### config.mk
export PLATFORM = sky130hd
export DESIGN_NAME = tcg_ctrl
export DESIGN_NICKNAME = d
export VERILOG_FILES = /design/src/rtl/tcg_pkg.sv /design/src/rtl/tcg_ctrl.sv
export SDC_FILE = /design/constraint.sdc
export NUM_CORES = 1
export LEC_CHECK = 0
export BUFFER_PORTS_ARGS = -buffer_cell sky130_fd_sc_hd__buf_2
export CORE_AREA = 2 2 39 41
export DETAILED_ROUTE_END_ITERATION = 8
export DIE_AREA = 0 0 41 43
export PLACE_DENSITY_LB_ADDON = 0.08
export SETUP_SLACK_MARGIN = 0.3
export SLEW_MARGIN = 20
export SYNTH_ARGS = -nofsm -noshare
export SYNTH_HDL_FRONTEND = slang
export SYNTH_SLANG_ARGS = --single-unit
### constraint.sdc
create_clock -name aclk -period 1.3 [get_ports aclk]
set_input_delay 0.13 -clock aclk [delete_from_list [all_inputs] [get_ports aclk]]
set_output_delay 0.13 -clock aclk [all_outputs]
set_load 0.01 [all_outputs]
### src/rtl/tcg_pkg.sv
// shared types and constants for the text console glyph writer
// no dependencies

package tcg_pkg;

    // configuration register indexes
    localparam int CFG_IDX_W = 3;
    localparam logic [CFG_IDX_W-1:0] REG_FRAME_BASE   = 3'd0;
    localparam logic [CFG_IDX_W-1:0] REG_LINE_BYTES   = 3'd1;
    localparam logic [CFG_IDX_W-1:0] REG_COLUMNS      = 3'd2;
    localparam logic [CFG_IDX_W-1:0] REG_PIXEL_MODE   = 3'd3;
    localparam logic [CFG_IDX_W-1:0] REG_RED_LAYOUT   = 3'd4;
    localparam logic [CFG_IDX_W-1:0] REG_GREEN_LAYOUT = 3'd5;
    localparam logic [CFG_IDX_W-1:0] REG_BLUE_LAYOUT  = 3'd6;

    // pixel modes
    localparam logic [1:0] MODE_16BPP = 2'd1;
    localparam logic [1:0] MODE_32BPP = 2'd2;

    // special character codes
    localparam logic [7:0] CH_NUL     = 8'h00;
    localparam logic [7:0] CH_TAB     = 8'h09;
    localparam logic [7:0] CH_NEWLINE = 8'h0a;

    localparam logic [7:0]  FG_LEVEL      = 8'hc0;
    localparam logic [11:0] ROW_MAX       = 12'hfff;
    localparam logic [9:0]  COLUMNS_RESET = 10'd80;

    // glyph row index as carried between the blocks
    localparam int ROW_IDX_W = 4;

    typedef struct packed {
        logic                 load;        // store one font byte
        logic                 newline;     // cursor to next text row
        logic                 tab;         // cursor to next tab stop
        logic                 capture;     // latch character and pixel value
        logic                 mul;         // text row times line stride
        logic                 base;        // form address of first glyph row
        logic                 issue;       // read one glyph row into the pipe
        logic [ROW_IDX_W-1:0] row;         // glyph row being issued
        logic                 last;        // issued row is the final one
        logic                 cursor_step; // advance cursor after drawing
    } tcg_cmd_t;

    typedef struct packed {
        logic is_newline;
        logic is_tab;
        logic draw;     // printable character in a drawing mode
        logic advance;  // output pipe can move this cycle
    } tcg_stat_t;

endpackage

### src/rtl/tcg_ctrl.sv
// sequencer for the glyph writer: input handshake and per-row command stream
// depends on tcg_pkg

module tcg_ctrl import tcg_pkg::*; #(
    parameter int GLYPH_ROWS = 16
) (
    input  logic      aclk,
    input  logic      aresetn,
    input  logic      s_valid,
    input  logic      s_command,
    output logic      s_ready,
    input  tcg_stat_t stat,
    output tcg_cmd_t  cmd
);

    localparam logic [1:0] ST_IDLE = 2'd0;
    localparam logic [1:0] ST_MUL  = 2'd1;
    localparam logic [1:0] ST_BASE = 2'd2;
    localparam logic [1:0] ST_RUN  = 2'd3;

    localparam logic [ROW_IDX_W-1:0] LAST_ROW = ROW_IDX_W'(GLYPH_ROWS - 1);

    logic [1:0]           state_reg, state_next;
    logic [ROW_IDX_W-1:0] row_reg, row_next;
    logic                 accept;
    logic                 is_last;

    assign s_ready = (state_reg == ST_IDLE);
    assign accept  = s_valid && s_ready;
    assign is_last = (row_reg == LAST_ROW);

    always_comb begin
        state_next      = state_reg;
        row_next        = row_reg;
        cmd             = '0;
        cmd.row         = row_reg;
        cmd.last        = is_last;
        unique case (state_reg)
            ST_IDLE: begin
                if (accept) begin
                    priority if (!s_command) begin
                        cmd.load = 1'b1;
                    end else if (stat.is_newline) begin
                        cmd.newline = 1'b1;
                    end else if (stat.is_tab) begin
                        cmd.tab = 1'b1;
                    end else if (stat.draw) begin
                        cmd.capture = 1'b1;
                        state_next  = ST_MUL;
                    end else begin
                        // nul, or nothing to draw: no command
                    end
                end
            end
            ST_MUL: begin
                cmd.mul    = 1'b1;
                state_next = ST_BASE;
            end
            ST_BASE: begin
                cmd.base   = 1'b1;
                row_next   = '0;
                state_next = ST_RUN;
            end
            ST_RUN: begin
                if (stat.advance) begin
                    cmd.issue = 1'b1;
                    row_next  = row_reg + 1'b1;
                    if (is_last) begin
                        cmd.cursor_step = 1'b1;
                        state_next      = ST_IDLE;
                    end
                end
            end
            default: state_next = ST_IDLE;
        endcase
    end

    always_ff @(posedge aclk) begin
        if (!aresetn) begin
            state_reg <= ST_IDLE;
            row_reg   <= '0;
        end else begin
            state_reg <= state_next;
            row_reg   <= row_next;
        end
    end

endmodule

==> results of run 1 <==
-- cell type report --
type	instances	area [um^2]
clock buffer	3	22.5
fill	126	515
inverter	6	30.0
multi-input combinational	38	393
sequential	6	136
tap	16	20.0
timing repair buffer	35	267
-- power groups by stage --
stage | logic, uW | clock network [uW] | registers (uW)
floorplan | 41.8 | 0 | 189
global placement | 80.5 | 0 | 189
detailed placement | 80.6 | 0 | 189
CTS | 111 | 191 | 185
global route | 127 | 209 | 184
finish | 116 | 175 | 184
-- repair_timing --
item | 4_1_cts | 5_1_grt
setup endpoints to repair | 17 | 19
setup buffers | 6 | 1
hold buffers | 0 | 0
pin swaps | 8 | 1
gates cloned | 0 | 0
gates resized for setup | 18 | 11
-- cell families (layout without fill, tap and decap cells) --
group	after synthesis	after routing	synth area share (%)
AOI/OAI and AO/OA	8	8	12.3
adders and majority gates	6	6	16.7
buffers and inverters	8	44	8.36
DFF	6	6	26.7
muxes	4	4	8.91
and+or+nand+nor	20	20	27.0
-- routing by layer --
metal	vias to the layer above	global-route usage (%)	part of all wire, %
met1	257	17.8	40
met3	0	8.90	7.2
li1	258	-	-
met2	17	30.6	53
met4	0	6.00	0
met5	-	0	0
-- worst min-delay path by stage --
stage	from	cells past startpoint	to	slack (ps)
after detailed placement	aresetn	3	state_reg[1]$_SDFFE_PN0P_	460
after CTS	aresetn	2	row_reg[1]$_SDFFE_PN0P_	200
after global routing	aresetn	2	row_reg[1]$_SDFFE_PN0P_	190
final	aresetn	2	row_reg[1]$_SDFFE_PN0P_	200
after floorplan	aresetn	1	row_reg[0]$_SDFFE_PN0P_	260
after global placement	aresetn	3	state_reg[1]$_SDFFE_PN0P_	450
-- Yosys cell counts, types with 2 or more instances --
cell	number
buf_4	2
nand2_1	3
dfxtp_1	6
o21ai_0	3
mux2i_1	4
a21boi_0	2
inv_1	6
nor2_1	3
nor2b_1	2
ha_1	6
nand4_1	3
-- per-stage QoR --
stage / total power, uW / util [%] / setup slack [ps] / setup TNS, ps
2_1_floorplan: 231 / - / -21.9 / -43.7
3_3_place_gp: 270 / 48.2 / -44.2 / -86.5
3_5_place_dp: 270 / 48.2 / -65.3 / -115
4_1_cts: 487 / 59.9 / -207 / -894
5_1_grt: 520 / 62.7 / -292 / -1440
6_report: 476 / 62.7 / -186 / -856
==> results.tsv, run 1 <==
stage	metric	value	unit
sta	slew_viol_final	0	
setup_path	critical_path.top_delay_family	buffers and inverters	
pwr	peakVddDrop	0.000397	V
setup_path	endpoint_kind	output port	
yosys	synth-seq-cells	6	
yosys	ys_warn_count	0	
sta	rsz0062_at_grt	yes	
route	wl_per_cell	12.0	um
run_status	violations	negative setup slack	
clock_tree	htreeDepth	1	
setup_path	r2r-end	state_reg[0]$_SDFFE_PN0P_	
setup_path	crit_required	1170	ps
yosys	yosysUniqueCellTypes	23	
route	first_pass_iters	4	
placement	gp_congestion	0.644	
placement	post-place-cells	94	
route	num_vias	532	
pwr	pwr_density_cell	548	mW/mm^2
setup_path	worstSetupStartpointType	register	
sta	period_share	114	%
clock_tree	cts_num_sinks	6	
sta	whs	199	ps
finish	area_growth	93.3	%
floorplan	initial_core_util	32.5	%
run_status	outcome	finished, violations left	
pwr	p_sw_share	26.9	%
route	vias_per_cell	5.12	
grt	grt_pass1_wl	2130	um
yosys	synthCells	52	
clock_tree	root_buffer	clkbuf_4	
sta	worst_slew_pin_slew	287	ps
route	route.detailed.drc	0	
setup_path	rr_worst_depth	6	
route	drt_iter0_markers	12	
finish	layout_commonest_cell	buf_2	
floorplan	ios	22	
grt	grt_usage	18.0	%
yosys	syn-cell-area	449	um^2
floorplan	coreArea	0.00138	mm^2
floorplan	die_area	0.00176	mm^2
setup_path	reg2reg_from	state_reg[0]$_SDFFE_PN0P_	
setup_path	critical_path_cell_count	6	
pwr	p_int	348	uW
clock_tree	numCtsBuffers	3	
setup_path	worstPathArrival	1360	ps
setup_path	critPathLaunch	state_reg[0]$_SDFFE_PN0P_	
placement	dp_hpwl	919	um
yosys	yosysTopAreaCellShare	26.7	%
sta	fin_crit	1490	ps
grt	grt_max_degree	9	
yosys	synth.avg_cell_area	8.64	um^2
pwr	combinationalPowerShare	24.4	%
setup_path	endpoint	cmd[10]	
clock_tree	cts_max_path_buffers	2	
pwr	p_clk_share	36.9	%
setup_path	path_class	reg2out	
setup_path	max_stage_delay	360	ps
setup_path	critPathMaxFanout	3	
finish	drive_gt1_share	68.2	%
job	cap_violations	0	
grt	grt_overflow	0	
finish	stdcell_count	104	
route	totalWireLength	1250	um
finish	n_antenna_cell	0	
yosys	synthTopCellsByArea	dfxtp_1, ha_1, mux2i_1	
sta	relSlewSlack	80.9	%
floorplan	rows	14	
sta	final-hold-violation-count	0	
sta	timing.fmax	673	MHz
yosys	synth_nets	66	
setup_path	r2r_slack	-170	ps
sta	setup_viol	7	
grt	grt_pass1_vias	507	
finish	design_area	868	um^2
floorplan	die_w	41	um
yosys	synth_edf_count	0	
setup_path	slowest_stage	dfxtp_4	
route	ant_nets	0	
yosys	async_flop_share	0	%
setup_path	crit_buf_inv	3	
pwr	power_frac_seq	38.7	%
yosys	synth_top_cell_by_area	dfxtp_1	
yosys	synth_flop_cell	dfxtp_1	
yosys	ys_seq_area_share	26.7	%
placement	placed_area	667	um^2
pwr	power.leakage	0.000374	uW
clock_tree	cts_tree	built	
pwr	power.switching	128	uW
finish	final_cell_mix	buf_2, buf_6, buf_4	
floorplan	die_h	43	um
setup_path	path_cells	inv_4 > ha_4 > nand4_1 > buf_4 > nor3b_2 > buf_2	
grt	antenna_found_initial	0	
clock_tree	clk_latency	240	ps
finish	fin_nets	104	
placement	io_buffers	21	
clock_tree	clk_pin_slew_worst_paths	50	ps
sta	fin_worst_skew	5.61	ps
sta	setup_slack	-186	ps
hold_path	hold_path_class	in2reg	
finish	largest_reg_flops	4	
Power figures use the tool's default switching activity.
==> run 2, diff against run 1 <==
--- a/config.mk
+++ b/config.mk
@@ -5,11 +5,11 @@
 export SDC_FILE = /design/constraint.sdc
 export NUM_CORES = 1
 export LEC_CHECK = 0
-export BUFFER_PORTS_ARGS = -buffer_cell sky130_fd_sc_hd__buf_2
 export CORE_AREA = 2 2 39 41
 export DETAILED_ROUTE_END_ITERATION = 8
 export DIE_AREA = 0 0 41 43
-export PLACE_DENSITY_LB_ADDON = 0.08
+export DONT_BUFFER_PORTS = 1
+export PLACE_DENSITY = 0.52
 export SETUP_SLACK_MARGIN = 0.3
 export SLEW_MARGIN = 20
 export SYNTH_ARGS = -nofsm -noshare
==> run 2 against run 1 <==
Effect of this change: the flow still finishes with violations (negative setup slack); first-iteration DRC count is 33% higher; via count is 17% lower; register-to-register slack better by 140 ps; combinational power is 25% lower; wire length is 9.0% lower; clock skew is 1.6 ps lower; critical endpoint is now cmd[0]; largest cell class unchanged.
==> results.tsv, run 2 (synthesis results as in run 1) <==
stage	metric	value	unit	change
route	first_pass_iters	5		+1
placement	post-place-cells	76		-19%
grt	grt_pass1_vias	431		-15%
finish	largest_reg_flops	4		unchanged
sta	timing.fmax	706	MHz	+4.9%
sta	fin_worst_skew	3.99	ps	-1.61 ps
grt	antenna_found_initial	0		unchanged
sta	slew_viol_final	0		unchanged
route	vias_per_cell	5.23		+2.2%
grt	grt_max_degree	9		unchanged
pwr	pwr_density_cell	600	mW/mm^2	+9.5%
floorplan	die_area	0.00176	mm^2	unchanged
finish	drive_gt1_share	58.8	%	-9.4 points
route	totalWireLength	1140	um	-9.0%
clock_tree	root_buffer	clkbuf_4		
floorplan	rows	14		unchanged
finish	n_antenna_cell	0		unchanged
setup_path	reg2reg_from	row_reg[0]$_SDFFE_PN0P_		
clock_tree	cts_tree	built		
placement	gp_congestion	0.716		+11%
run_status	outcome	finished, violations left		
route	wl_per_cell	13.5	um	+13%
setup_path	endpoint_kind	output port		
sta	whs	15.7	ps	-183 ps
finish	layout_commonest_cell	buf_4		
hold_path	worstHoldStart	aresetn		
floorplan	initial_core_util	32.5	%	unchanged
clock_tree	clk_pin_slew_worst_paths	40	ps	about the same
route	ant_nets	0		unchanged
setup_path	path_class	reg2out		
finish	area_growth	65.5	%	
finish	design_area	743	um^2	-14%
clock_tree	htreeDepth	1		unchanged
sta	worst_slew_pin_slew	266	ps	-20.5 ps
grt	grt_overflow	0		unchanged
clock_tree	cts_num_sinks	6		unchanged
finish	fin_nets	84		-19%
setup_path	rr_worst_depth	5		-1
hold_path	hold_path_class	in2reg		
placement	io_buffers	0		-100%
sta	relSlewSlack	82.1	%	+1.2 points
setup_path	r2r-end	state_reg[0]$_SDFFE_PN0P_		
setup_path	worstPathArrival	1290	ps	-70 ps
floorplan	die_h	43	um	unchanged
placement	dp_hpwl	854	um	-7.1%
finish	nFillCells	125		-0.79%
clock_tree	cts_max_path_buffers	2		unchanged
grt	grt_pass1_wl	1750	um	-18%
sta	rsz0062_at_grt	yes		
pwr	peakVddDrop	0.000543	V	+37%
pwr	total_power	446	uW	-6.2%
sta	period_share	109	%	-5.3 points
placement	placed_area	584	um^2	-12%
floorplan	die_w	41	um	unchanged
pwr	power.leakage	0.000279	uW	-25%
sta	final-hold-violation-count	0		unchanged
floorplan	coreArea	0.00138	mm^2	unchanged
sta	fin_crit	1420	ps	-68.9 ps
route	route.detailed.drc	0		unchanged
setup_path	r2r_slack	-30	ps	+140 ps
setup_path	crit_required	1170	ps	about the same
clock_tree	clk_latency	250	ps	about the same
finish	final_cell_mix	buf_4, inv_1, ha_4, buf_6		
sta	setup_viol	6		-1
hold_path	whs_path_depth	1		-1
hold_path	whs_endpoint	row_reg[1]$_SDFFE_PN0P_		
floorplan	ios	22		unchanged
setup_path	critPathMaxFanout	6		+3
route	drt_iter0_markers	16		+4
finish	stdcell_count	84		-19%
route	num_vias	439		-17%
sta	fin_tns_setup	-372	ps	+483 ps
clock_tree	numCtsBuffers	3		unchanged
run_status	violations	negative setup slack		
sta	setup_slack	-117	ps	+68.9 ps
setup_path	worstSetupStartpointType	register		
grt	grt_usage	15.1	%	-2.9 points
job	cap_violations	0		unchanged
-- run 2: through the flow --
stage               worst slack, ps  utilization (%)
global placement              -47.0             42.2
finish                         -117             53.7
detailed placement            -54.5             42.2
CTS                            -172             47.4
global route                   -186             53.7
floorplan                     -21.9                -
-- run 2: how the worst max path moves through the flow --
stage	from	to	slack [ps]
global placement	row_reg[1]$_SDFFE_PN0P_	state_reg[0]$_SDFFE_PN0P_	-50
finish	state_reg[1]$_SDFFE_PN0P_	cmd[0]	-120
global route	state_reg[1]$_SDFFE_PN0P_	cmd[0]	-190
CTS	state_reg[1]$_SDFFE_PN0P_	cmd[10]	-170
floorplan	state_reg[0]$_SDFFE_PN0P_	state_reg[0]$_SDFFE_PN0P_	-20
detailed placement	row_reg[1]$_SDFFE_PN0P_	state_reg[0]$_SDFFE_PN0P_	-50
-- run 2: routing by layer --
| layer | up-vias | GRT usage (%) | routed length (um) |
|---|---|---|---|
| met5 | - | 0 | 0 |
| met2 | 15 | 23.4 | 589 |
| met1 | 203 | 15.4 | 428 |
| li1 | 217 | - | - |
| met3 | 4 | 9.42 | 100 |
| met4 | 0 | 6.00 | 18 |
-- run 2: critical path, stage by stage, from the launching register on --
cell and delay, ps:
dfxtp_4 370, ha_2 200, buf_4 150, and2_4 170, and2_4 150
-- run 2: where the power goes --
part	leakage, uW	internal (uW)	switching, uW
clock	0.0000138	105	69.4
sequential	0.0000523	181	3.30
combinational	0.000213	46.4	40.9
-- run 2: timing repair --
item,CTS,global route
gates resized for setup,7,18
pin swaps,6,7
hold endpoints to repair,0,1
setup endpoints to repair,16,16
setup buffers,2,2
hold buffers,0,1
-- run 2: layout make-up --
type                       count  area, um^2  share of cell area [%]
inverter                       6        30.0                    4.04
clock buffer                   3        22.5                    3.03
multi-input combinational     38         405                    54.5
tap                           16        20.0                    2.69
timing repair buffer          15         130                    17.5
sequential                     6         135                    18.2
